--- config.mk ---
export PLATFORM = sky130hd
export DESIGN_NAME = ctw_ctrl
export DESIGN_NICKNAME = d
export VERILOG_FILES = /design/src/ctw_pkg.sv /design/src/ctw_ctrl.sv
export SDC_FILE = /design/constraint.sdc
export NUM_CORES = 1
export LEC_CHECK = 0
export ABC_AREA = 1
export BUFFER_PORTS_ARGS = -buffer_cell sky130_fd_sc_hd__buf_2
export CAP_MARGIN = 40
export CORE_AREA = 2 2 39 41
export DETAILED_ROUTE_END_ITERATION = 10
export DIE_AREA = 0 0 41 43
export PLACE_DENSITY_LB_ADDON = 0.3
export SLEW_MARGIN = 20
export SYNTH_ARGS = -nofsm -noshare
export SYNTH_HDL_FRONTEND = slang
export SYNTH_SLANG_ARGS = --single-unit
export TNS_END_PERCENT = 100
--- constraint.sdc ---
create_clock -name i_clk -period 1.1 [get_ports i_clk]
set_input_delay 0.22 -clock i_clk [delete_from_list [all_inputs] [get_ports i_clk]]
set_output_delay 0.22 -clock i_clk [all_outputs]
set_load 0.03 [all_outputs]
--- src/ctw_pkg.sv ---
// ----------------------------------------------------------------------------
// ctw_pkg
// Shared types, constants and helper functions of the text console writer.
// ----------------------------------------------------------------------------
package ctw_pkg;

    localparam int MAX_COLUMNS = 80;
    localparam int MAX_ROWS    = 25;
    localparam int STORE_DEPTH = MAX_COLUMNS * MAX_ROWS;
    localparam int ADDR_W      = $clog2(STORE_DEPTH);

    localparam int COL_W      = 7;
    localparam int ROW_W      = 5;
    localparam int CHAR_W     = 8;
    localparam int CELL_W     = 2 * CHAR_W;
    localparam int CMD_W      = 3;
    localparam int CIDX_W     = 11;
    localparam int CFG_IDX_W  = 1;
    localparam int CFG_DATA_W = 7;
    localparam int PROD_W     = COL_W + ROW_W;

    localparam int TAB_STOP = 4;
    localparam logic [CHAR_W-1:0] CH_TAB       = 8'd9;
    localparam logic [CHAR_W-1:0] CH_LF        = 8'd10;
    localparam logic [CHAR_W-1:0] CH_CR        = 8'd13;
    localparam logic [CHAR_W-1:0] ATTR_DEFAULT = 8'h07;

    localparam logic [CFG_IDX_W-1:0] CFG_COLUMNS = 1'd0;
    localparam logic [CFG_IDX_W-1:0] CFG_ROWS    = 1'd1;

    typedef enum logic [CMD_W-1:0] {
        CMD_PUT      = 3'd0,
        CMD_CLEAR    = 3'd1,
        CMD_SET_ATTR = 3'd2,
        CMD_SCROLL   = 3'd3,
        CMD_READ     = 3'd4
    } t_command;

    typedef enum logic [3:0] {
        ST_INIT,
        ST_IDLE,
        ST_EXEC,
        ST_CLR,
        ST_SETUP,
        ST_SCR_RD,
        ST_SCR_WR,
        ST_RD_WAIT,
        ST_DONE
    } t_state;

    typedef enum logic [2:0] {
        OP_NONE,
        OP_LATCH,
        OP_EXEC,
        OP_SWEEP,
        OP_SCR_SETUP,
        OP_SCR_RD,
        OP_SCR_WR,
        OP_RD_CAP
    } t_dp_op;

    typedef struct packed {
        t_dp_op op;
        logic   load_out;
    } t_ctrl_cmd;

    typedef struct packed {
        logic [CMD_W-1:0] command;
        logic             need_scroll;
        logic             read_ok;
        logic             n_zero;
        logic             scr_done;
        logic             copy_phase;
        logic             sweep_last;
        logic             out_free;
    } t_dp_status;

    function automatic logic [COL_W-1:0] eff_cols(input logic [COL_W-1:0] c);
        logic [COL_W-1:0] e;
        e = c;
        if (c == '0) begin
            e = COL_W'(1);
        end else if (c > COL_W'(MAX_COLUMNS)) begin
            e = COL_W'(MAX_COLUMNS);
        end
        return e;
    endfunction

    function automatic logic [ROW_W-1:0] eff_rows(input logic [ROW_W-1:0] r);
        logic [ROW_W-1:0] e;
        e = r;
        if (r == '0) begin
            e = ROW_W'(1);
        end else if (r > ROW_W'(MAX_ROWS)) begin
            e = ROW_W'(MAX_ROWS);
        end
        return e;
    endfunction

endpackage

--- src/ctw_ctrl.sv ---
// ----------------------------------------------------------------------------
// ctw_ctrl
// Controller of the text console writer: sequences each command word
// through the datapath and decides when the result is loaded.
// ----------------------------------------------------------------------------
module ctw_ctrl (
    input  logic                  i_clk,
    input  logic                  i_rst_n,
    input  logic                  i_valid,
    input  ctw_pkg::t_dp_status   i_status,
    output ctw_pkg::t_ctrl_cmd    o_cmd,
    output ctw_pkg::t_state       o_state,
    output logic                  o_stall,
    output logic                  o_cfg_ready
);

    ctw_pkg::t_state r_state;
    ctw_pkg::t_state n_state;

    always_ff @(posedge i_clk) begin
        if (!i_rst_n) begin
            r_state <= ctw_pkg::ST_INIT;
        end else begin
            r_state <= n_state;
        end
    end

    always_comb begin
        n_state = r_state;
        case (r_state)
            ctw_pkg::ST_INIT: begin
                if (i_status.sweep_last) begin
                    n_state = ctw_pkg::ST_IDLE;
                end
            end
            ctw_pkg::ST_IDLE: begin
                if (i_valid) begin
                    n_state = ctw_pkg::ST_EXEC;
                end
            end
            ctw_pkg::ST_EXEC: begin
                if (i_status.command == ctw_pkg::CMD_CLEAR) begin
                    n_state = ctw_pkg::ST_CLR;
                end else if (i_status.command == ctw_pkg::CMD_SCROLL ||
                             (i_status.command == ctw_pkg::CMD_PUT &&
                              i_status.need_scroll)) begin
                    n_state = ctw_pkg::ST_SETUP;
                end else if (i_status.command == ctw_pkg::CMD_READ &&
                             i_status.read_ok) begin
                    n_state = ctw_pkg::ST_RD_WAIT;
                end else if (i_status.out_free) begin
                    n_state = ctw_pkg::ST_IDLE;
                end else begin
                    n_state = ctw_pkg::ST_DONE;
                end
            end
            ctw_pkg::ST_CLR: begin
                if (i_status.sweep_last) begin
                    n_state = ctw_pkg::ST_DONE;
                end
            end
            ctw_pkg::ST_SETUP: begin
                n_state = i_status.n_zero ? ctw_pkg::ST_DONE : ctw_pkg::ST_SCR_RD;
            end
            ctw_pkg::ST_SCR_RD: begin
                if (i_status.scr_done) begin
                    n_state = ctw_pkg::ST_DONE;
                end else if (i_status.copy_phase) begin
                    n_state = ctw_pkg::ST_SCR_WR;
                end
            end
            ctw_pkg::ST_SCR_WR: begin
                n_state = ctw_pkg::ST_SCR_RD;
            end
            ctw_pkg::ST_RD_WAIT: begin
                n_state = i_status.out_free ? ctw_pkg::ST_IDLE : ctw_pkg::ST_DONE;
            end
            ctw_pkg::ST_DONE: begin
                if (i_status.out_free) begin
                    n_state = ctw_pkg::ST_IDLE;
                end
            end
            default: begin
                n_state = ctw_pkg::ST_INIT;
            end
        endcase
    end

    always_comb begin
        o_cmd.op       = ctw_pkg::OP_NONE;
        o_cmd.load_out = 1'b0;
        case (r_state)
            ctw_pkg::ST_INIT: begin
                o_cmd.op = ctw_pkg::OP_SWEEP;
            end
            ctw_pkg::ST_IDLE: begin
                if (i_valid) begin
                    o_cmd.op = ctw_pkg::OP_LATCH;
                end
            end
            ctw_pkg::ST_EXEC: begin
                o_cmd.op = ctw_pkg::OP_EXEC;
                // Commands that finish here load the result if the output register is free.
                if (i_status.command != ctw_pkg::CMD_CLEAR &&
                    i_status.command != ctw_pkg::CMD_SCROLL &&
                    !(i_status.command == ctw_pkg::CMD_PUT && i_status.need_scroll) &&
                    !(i_status.command == ctw_pkg::CMD_READ && i_status.read_ok)) begin
                    o_cmd.load_out = i_status.out_free;
                end
            end
            ctw_pkg::ST_CLR: begin
                o_cmd.op = ctw_pkg::OP_SWEEP;
            end
            ctw_pkg::ST_SETUP: begin
                o_cmd.op = ctw_pkg::OP_SCR_SETUP;
            end
            ctw_pkg::ST_SCR_RD: begin
                o_cmd.op = ctw_pkg::OP_SCR_RD;
            end
            ctw_pkg::ST_SCR_WR: begin
                o_cmd.op = ctw_pkg::OP_SCR_WR;
            end
            ctw_pkg::ST_RD_WAIT: begin
                o_cmd.op       = ctw_pkg::OP_RD_CAP;
                o_cmd.load_out = i_status.out_free;
            end
            ctw_pkg::ST_DONE: begin
                o_cmd.load_out = i_status.out_free;
            end
            default: begin
                o_cmd.op = ctw_pkg::OP_NONE;
            end
        endcase
    end

    assign o_state     = r_state;
    assign o_stall     = (r_state != ctw_pkg::ST_IDLE);
    assign o_cfg_ready = (r_state == ctw_pkg::ST_IDLE) && !i_valid;

endmodule

==> out/results.tsv, run 1 <==
stage	metric	value	unit
grt	largest net degree at the start of global routing	7	
floorplanning	Boundary Pins	23	
pwr	Lkg Pwr	0.000519	uW
synth	leading cell types by count after synthesis	sky130_fd_sc_hd__nand2_1 (28), sky130_fd_sc_hd__nor2_1 (14), sky130_fd_sc_hd__inv_1 (11)	
clocking	clock slew seen by the registers of the worst setup and hold paths	0.04	ns
placed_design	count of buffers from port buffering	22	
layout	layout cell share with drive strength beyond 1	0.601	
floorplanning	core outline area	1380	um^2
grt	wire length of the first global-routing pass	2.41	mm
run_status	result of the run	finished with violations	
floorplanning	initial cell density of the core	0.337	
placed_design	post-detail-place hpwl	1.21	mm
synth	area of the mapped netlist	467	um^2
critical_path	Worst Path Required	0.88	ns
placed_design	post-detailed-placement cell area	777	um^2
layout	max reg flops	4	
layout	Final Instance Area	1040	um^2
sta	Achievable Freq	664	MHz
sta	number of setup violations in the final report	10	
clocking	CTS Root Cell	sky130_fd_sc_hd__clkbuf_4	
floorplanning	die height	43	um
floorplanning	number of cell rows	14	
pwr	clock power share	0.097	
pwr	switching part of the total power	0.487	
synth	most instantiated library cell after synthesis	sky130_fd_sc_hd__nand2_1	
hold_path	min-delay worst type	in -> reg	
clocking	TritonCTS buffer count	3	
pwr	Power Dens Cells	1960	nW/um^2
synth	most used flip-flop cell after synthesis	sky130_fd_sc_hd__dfxtp_1	
critical_path	worst reg-to-reg path cell count	10	
layout	final std cells w/o fill	154	
critical_path	WS Path Type	reg -> out	
sta	fin crit share	1.37	
critical_path	kind of end point of the critical path	output port	
placed_design	total instance count after detailed placement	144	
synth	largest area contributor in the netlist	sky130_fd_sc_hd__nand2_1	
clocking	H-tree Lvls	1	
layout	signed area change from the synthesized netlist to the final layout	123	%
synth	Seq/Total Area, Yosys	0.172	
sta	final-report max-slew violation count	0	
sta	count of endpoints failing hold in the final timing report	0	
route	wire length per cell	11.7	um
synth	average cell area after synthesis	5.13	um^2
pwr	highest ir drop seen on vdd	1.36	mV
sta	shortest clock period the worst path allows after layout	1.51	ns
critical_path	start point of the critical path	o_state[2]	
critical_path	endpoint arrival time on the critical path	1.29	ns
pwr	internal power of the cells	1050	uW
grt	Global Route Usage Sum	0.199	
grt	global route total overflow	0	
flow_run	max-cap viol count	0	
route	vias after detailed routing	761	
route	wire length reported by the detailed router	1.80	mm
clocking	worst-skew pair later-pin latency	0.24	ns
grt	initial antenna violation count	0	
critical_path	startpoint type of the worst setup path	flop	
clocking	clock tree from TritonCTS	built	
hold_path	hold path start	i_rst_n	
route	First DRT Iteration DRCs	19	
synth	net count of the mapped netlist	104	
synth	Syn. warnings	0	
pwr	fraction of power consumed by combinational cells	0.770	
sta	Tightest Pin Transition	0.197	ns
synth	synthesized instance count	91	
clocking	maximum count of clock buffers along a single path	2	
synth	area fraction of the dominant cell type after synthesis	0.225	
route	DRC viols	0	
route	number of nets with antenna violations after routing	0	
critical_path	largest driver fanout on the critical path	3	
placed_design	weighted congestion at the end of routability-driven global placement	0.820	
hold_path	number of cells on the worst hold path	3	
layout	post-layout net count	153	
sta	setup repair after global routing missed its margin	yes	
synth	number of enable flip-flop cells after synthesis	0	
layout	antenna cells	0	
synth	post-synth cell types	14	
sta	Clock Skew	0.00490	ns
synth	register bit total from synthesis	4	
sta	Max-Slew Margin vs Limit	0.868	
critical_path	origin of the critical flop-to-flop path	o_state[2]	
floorplanning	Die ar.	1760	um^2
synth	cell types with the largest area share after synthesis	sky130_fd_sc_hd__nand2_1 (23%), sky130_fd_sc_hd__dfxtp_1 (17%), sky130_fd_sc_hd__nor2_1 (11%)	
run_status	violations in the final reports	negative setup slack	
synth	proportion of synthesized flip-flops having asynchronous set or reset	0	
floorplanning	die width	41	um
grt	number of global-route vias before repair	647	
layout	final design utilization	0.750	
clocking	count of clock tree sinks	4	
route	vias per inst	4.94	
sta	setup slack after layout	-0.407	ns
route	DR pass1 iterations	4	
pwr	switching pwr	994	uW
sta	summed negative setup slack over all endpoints	-2.71	ns
pwr	part of the total power dissipated in sequential elements	0.133	
## cell usage in the layout (no fill, tap or decap)
cell type,count
sky130_fd_sc_hd__nand4_1,2
sky130_fd_sc_hd__inv_2,3
sky130_fd_sc_hd__nor2_4,6
sky130_fd_sc_hd__nand2_2,4
sky130_fd_sc_hd__o21ai_1,1
sky130_fd_sc_hd__dfxtp_4,4
sky130_fd_sc_hd__nor2_1,8
sky130_fd_sc_hd__nand3_2,1
sky130_fd_sc_hd__nand2_1,24
sky130_fd_sc_hd__buf_6,16
sky130_fd_sc_hd__nor2_2,3
sky130_fd_sc_hd__buf_4,15
sky130_fd_sc_hd__nand2_4,5
sky130_fd_sc_hd__buf_12,1
sky130_fd_sc_hd__inv_6,1
sky130_fd_sc_hd__clkbuf_4,3
sky130_fd_sc_hd__a21oi_1,5
sky130_fd_sc_hd__o21ai_0,1
sky130_fd_sc_hd__nand3b_1,1
sky130_fd_sc_hd__a21oi_2,3
sky130_fd_sc_hd__inv_4,2
sky130_fd_sc_hd__buf_2,12
sky130_fd_sc_hd__a21oi_4,2
sky130_fd_sc_hd__inv_1,8
sky130_fd_sc_hd__o21ai_4,1
sky130_fd_sc_hd__a31oi_2,1
sky130_fd_sc_hd__nand3_1,5
## critical path: stages (launching register included)
cell and delay, ns:
sky130_fd_sc_hd__dfxtp_4 0.35, sky130_fd_sc_hd__inv_6 0.07, sky130_fd_sc_hd__nand2_4 0.08, sky130_fd_sc_hd__nor2_4 0.10
sky130_fd_sc_hd__nand4_1 0.14, sky130_fd_sc_hd__a21oi_4 0.15, sky130_fd_sc_hd__buf_6 0.14
## cell type report
cell class / instances / area, um^2
inverters: 14 / 62.6
clock buffers: 3 / 22.5
fillers: 104 / 345
multi-input cells: 73 / 465
repair buffers: 44 / 373
flip-flops and latches: 4 / 95.1
well taps: 16 / 20.0
## metal layers
layer / track usage / routed length (um)
met4: 0.0800 / 56
met1: 0.230 / 738
met3: 0.0471 / 78
met2: 0.331 / 929
met5: 0 / 0
## path summary, 6_finish.rpt
kind	slack, ns	endpoint
max	-0.41	o_cmd[0]
min	0.27	o_state[3]
max reg2reg	-0.22	o_state[0]
min reg2reg	0.55	o_state[0]
## stage by stage
step | worst slack (ns) | hold slack, ns | power, uW
after floorplan | -0.191 | 0.380 | 940
after global placement | -0.190 | 0.491 | 1290
after detailed placement | -0.226 | 0.505 | 1310
after CTS | -0.392 | 0.259 | 1840
after global routing | -0.450 | 0.296 | 2150
final | -0.407 | 0.268 | 2040
## what timing repair did
| action | CTS | global route |
|---|---|---|
| gates resized for setup | 31 | 24 |
| endpoints found under the hold margin | 0 | 0 |
| setup buffers | 5 | 4 |
| hold buffers | 0 | 0 |
| setup endpoints to repair | 13 | 14 |
| pin swaps | 11 | 9 |
## cell families (layout without fill, tap and decap cells)
logic type	after synthesis	in the layout	share of synthesized area
compound gates	14	14	0.153
flops	4	4	0.172
buf+inv	14	61	0.113
simple gates	59	59	0.563
## power groups by stage
stage | sequential (uW) | combinational [uW] | clock [uW]
2_1_floorplan | 312 | 628 | 0
3_3_place_gp | 243 | 1050 | 0
3_5_place_dp | 245 | 1070 | 0
4_1_cts | 258 | 1380 | 197
5_1_grt | 278 | 1670 | 202
6_report | 272 | 1570 | 198
No activity file was read; power rests on OpenSTA's default activity.
==> run 2: changes to the inputs <==
==> constraint.sdc (replaced) <==
create_clock -name i_clk -period 1.6 [get_ports i_clk]
set_input_delay 0.32 -clock i_clk [delete_from_list [all_inputs] [get_ports i_clk]]
set_output_delay 0.32 -clock i_clk [all_outputs]
set_load 0.03 [all_outputs]
==> out/results.tsv, run 2 (same netlist as run 1, synthesis figures left out) <==
stage	metric	value	unit	change
run_status	result of the run	finished clean		
critical_path	startpoint type of the worst setup path	flop		
hold_path	min-delay worst type	in -> reg		
route	First DRT Iteration DRCs	17		-2
route	DR pass1 iterations	4		unchanged
clocking	count of clock tree sinks	4		unchanged
floorplanning	die height	43	um	unchanged
floorplanning	core outline area	1380	um^2	unchanged
layout	commonest non-fill, non-tap cell in the layout	sky130_fd_sc_hd__nand2_1		
clocking	maximum count of clock buffers along a single path	2		unchanged
sta	final-report max-slew violation count	0		unchanged
sta	number of setup violations in the final report	0		-10
layout	layout cell share with drive strength beyond 1	0.480		-0.122
placed_design	post-detail-place hpwl	1.02	mm	-15%
floorplanning	Boundary Pins	23		unchanged
sta	Fin Hold WS	0.363	ns	+0.0955 ns
clocking	H-tree Lvls	1		unchanged
floorplanning	number of cell rows	14		unchanged
layout	top library cells by usage in the layout, fill and taps aside	sky130_fd_sc_hd__nand2_1 (27), sky130_fd_sc_hd__buf_2 (20), sky130_fd_sc_hd__inv_1 (9), sky130_fd_sc_hd__nor2_1 (9)		
placed_design	post-detailed-placement cell area	614	um^2	-21%
placed_design	count of buffers from port buffering	22		unchanged
route	vias per inst	4.92		-0.42%
layout	signed area change from the synthesized netlist to the final layout	63.3	%	
layout	final design utilization	0.551		-0.200
route	DRC viols	0		unchanged
grt	wire length of the first global-routing pass	2.27	mm	-5.7%
floorplanning	Die ar.	1760	um^2	unchanged
grt	number of global-route vias before repair	602		-7.0%
critical_path	largest driver fanout on the critical path	7		+4
clocking	worst-skew pair later-pin latency	0.24	ns	about the same
route	vias after detailed routing	684		-10%
sta	setup repair after global routing missed its margin	yes		
critical_path	kind of end point of the critical path	output port		
sta	count of endpoints failing hold in the final timing report	0		unchanged
pwr	highest ir drop seen on vdd	0.982	mV	-28%
route	wire length reported by the detailed router	1.42	mm	-21%
layout	antenna cells	0		unchanged
layout	number of fill cells	137		+32%
flow_run	max-cap viol count	0		unchanged
pwr	Power Dens Cells	1410	nW/um^2	-28%
critical_path	endpoint arrival time on the critical path	1.28	ns	about the same
sta	Clock Skew	0.00476	ns	-0.000140 ns
placed_design	placement-stage worst setup slack	0.105	ns	+0.331 ns
critical_path	WS Path Type	reg -> out		
sta	summed negative setup slack over all endpoints	0	ns	+2.71 ns
layout	Final Instance Area	762	um^2	-27%
route	wire length per cell	10.2	um	-13%
sta	shortest clock period the worst path allows after layout	1.60	ns	
placed_design	weighted congestion at the end of routability-driven global placement	0.765		-6.7%
layout	max reg flops	4		unchanged
pwr	Lkg Pwr	0.000407	uW	-22%
clocking	clock tree from TritonCTS	built		
clocking	CTS Root Cell	sky130_fd_sc_hd__clkbuf_4		
route	number of nets with antenna violations after routing	0		unchanged
grt	initial antenna violation count	0		unchanged
floorplanning	die width	41	um	unchanged
sta	setup slack after layout	0.00301	ns	+0.410 ns
sta	Tightest Pin Transition	0.213	ns	+0.0162 ns
grt	largest net degree at the start of global routing	8		+1
clocking	TritonCTS buffer count	3		unchanged
sta	Achievable Freq	626	MHz	
grt	Global Route Usage Sum	0.183		-0.0167
clocking	count of hold-fix buffers inserted at cts	0		unchanged
layout	post-layout net count	138		-9.8%
clocking	clock slew seen by the registers of the worst setup and hold paths	0.04	ns	about the same
floorplanning	initial cell density of the core	0.337		unchanged
sta	fin crit share	0.998		
critical_path	Worst Path Required	1.28	ns	+0.40 ns
sta	Max-Slew Margin vs Limit	0.857		-0.0112
grt	global route total overflow	0		unchanged
[run 2: cell types whose count changed in the layout (fill, tap and decap cells not counted), moves of 2 or more]
| cell | before | now |
|---|---|---|
| sky130_fd_sc_hd__buf_6 | 16 | 2 |
| sky130_fd_sc_hd__a21oi_1 | 5 | 7 |
| sky130_fd_sc_hd__a21oi_4 | 2 | 0 |
| sky130_fd_sc_hd__nand2_4 | 5 | 1 |
| sky130_fd_sc_hd__buf_4 | 15 | 7 |
| sky130_fd_sc_hd__buf_2 | 12 | 20 |
| sky130_fd_sc_hd__nand2_1 | 24 | 27 |
[run 2: per-layer routing]
metal,wire [um],up-vias,GRT usage,share of wire
li1,-,356,-,-
met1,619,307,0.251,0.44
met2,711,19,0.269,0.50
met3,68,2,0.0314,0.048
met4,17,0,0.0800,0.012
met5,0,-,0,0
[run 2: worst max-delay path: stages, from the launching register on]
cell	delay, ns
sky130_fd_sc_hd__dfxtp_4	0.37
sky130_fd_sc_hd__nor2_4	0.12
sky130_fd_sc_hd__nand2_2	0.09
sky130_fd_sc_hd__nor2_4	0.13
sky130_fd_sc_hd__nor2_2	0.05
sky130_fd_sc_hd__a21oi_2	0.14
sky130_fd_sc_hd__buf_6	0.14
[run 2: stage by stage]
step	total power [uW]	std cells
2_1_floorplan	611	91
4_1_cts	970	136
5_1_grt	1150	139
3_5_place_dp	752	129
6_report	1070	139
3_3_place_gp	752	129
[run 2: worst paths after layout]
check	start	endpoint	slack [ns]	cells past startpoint
worst max-delay path	o_state[1]	o_cmd[0]	0.003	6
worst min-delay path	i_rst_n	o_state[1]	0.36	3
worst max register to register	o_state[2]	o_state[0]	0.28	9
worst min register to register	o_state[1]	o_state[1]	0.54	2
[run 2: power by group]
| part | total, uW | internal [uW] | switching [uW] | leakage (uW) |
|---|---|---|---|---|
| logic | 757 | 293 | 464 | 0.000358 |
| registers | 189 | 135 | 54.5 | 0.0000353 |
| clock network | 128 | 84.1 | 43.9 | 0.0000138 |
| total | 1070 | 511 | 562 | 0.000407 |
[run 2: repair_timing]
item,in CTS,in global routing
buffers inserted,4,3
endpoints found under the hold margin,0,0
endpoints found under the setup margin,2,2
gates resized for setup,14,11
pin swaps,3,7
[run 2: cell type report]
| class | count | area, um^2 | area share |
|---|---|---|---|
| Clock buffer | 3 | 22.5 | 0.0296 |
| Inverter | 14 | 55.1 | 0.0722 |
| Multi-Input combinational cell | 73 | 397 | 0.521 |
| Sequential cell | 4 | 92.6 | 0.122 |
| Tap cell | 16 | 20.0 | 0.0263 |
| Timing Repair Buffer | 29 | 175 | 0.230 |
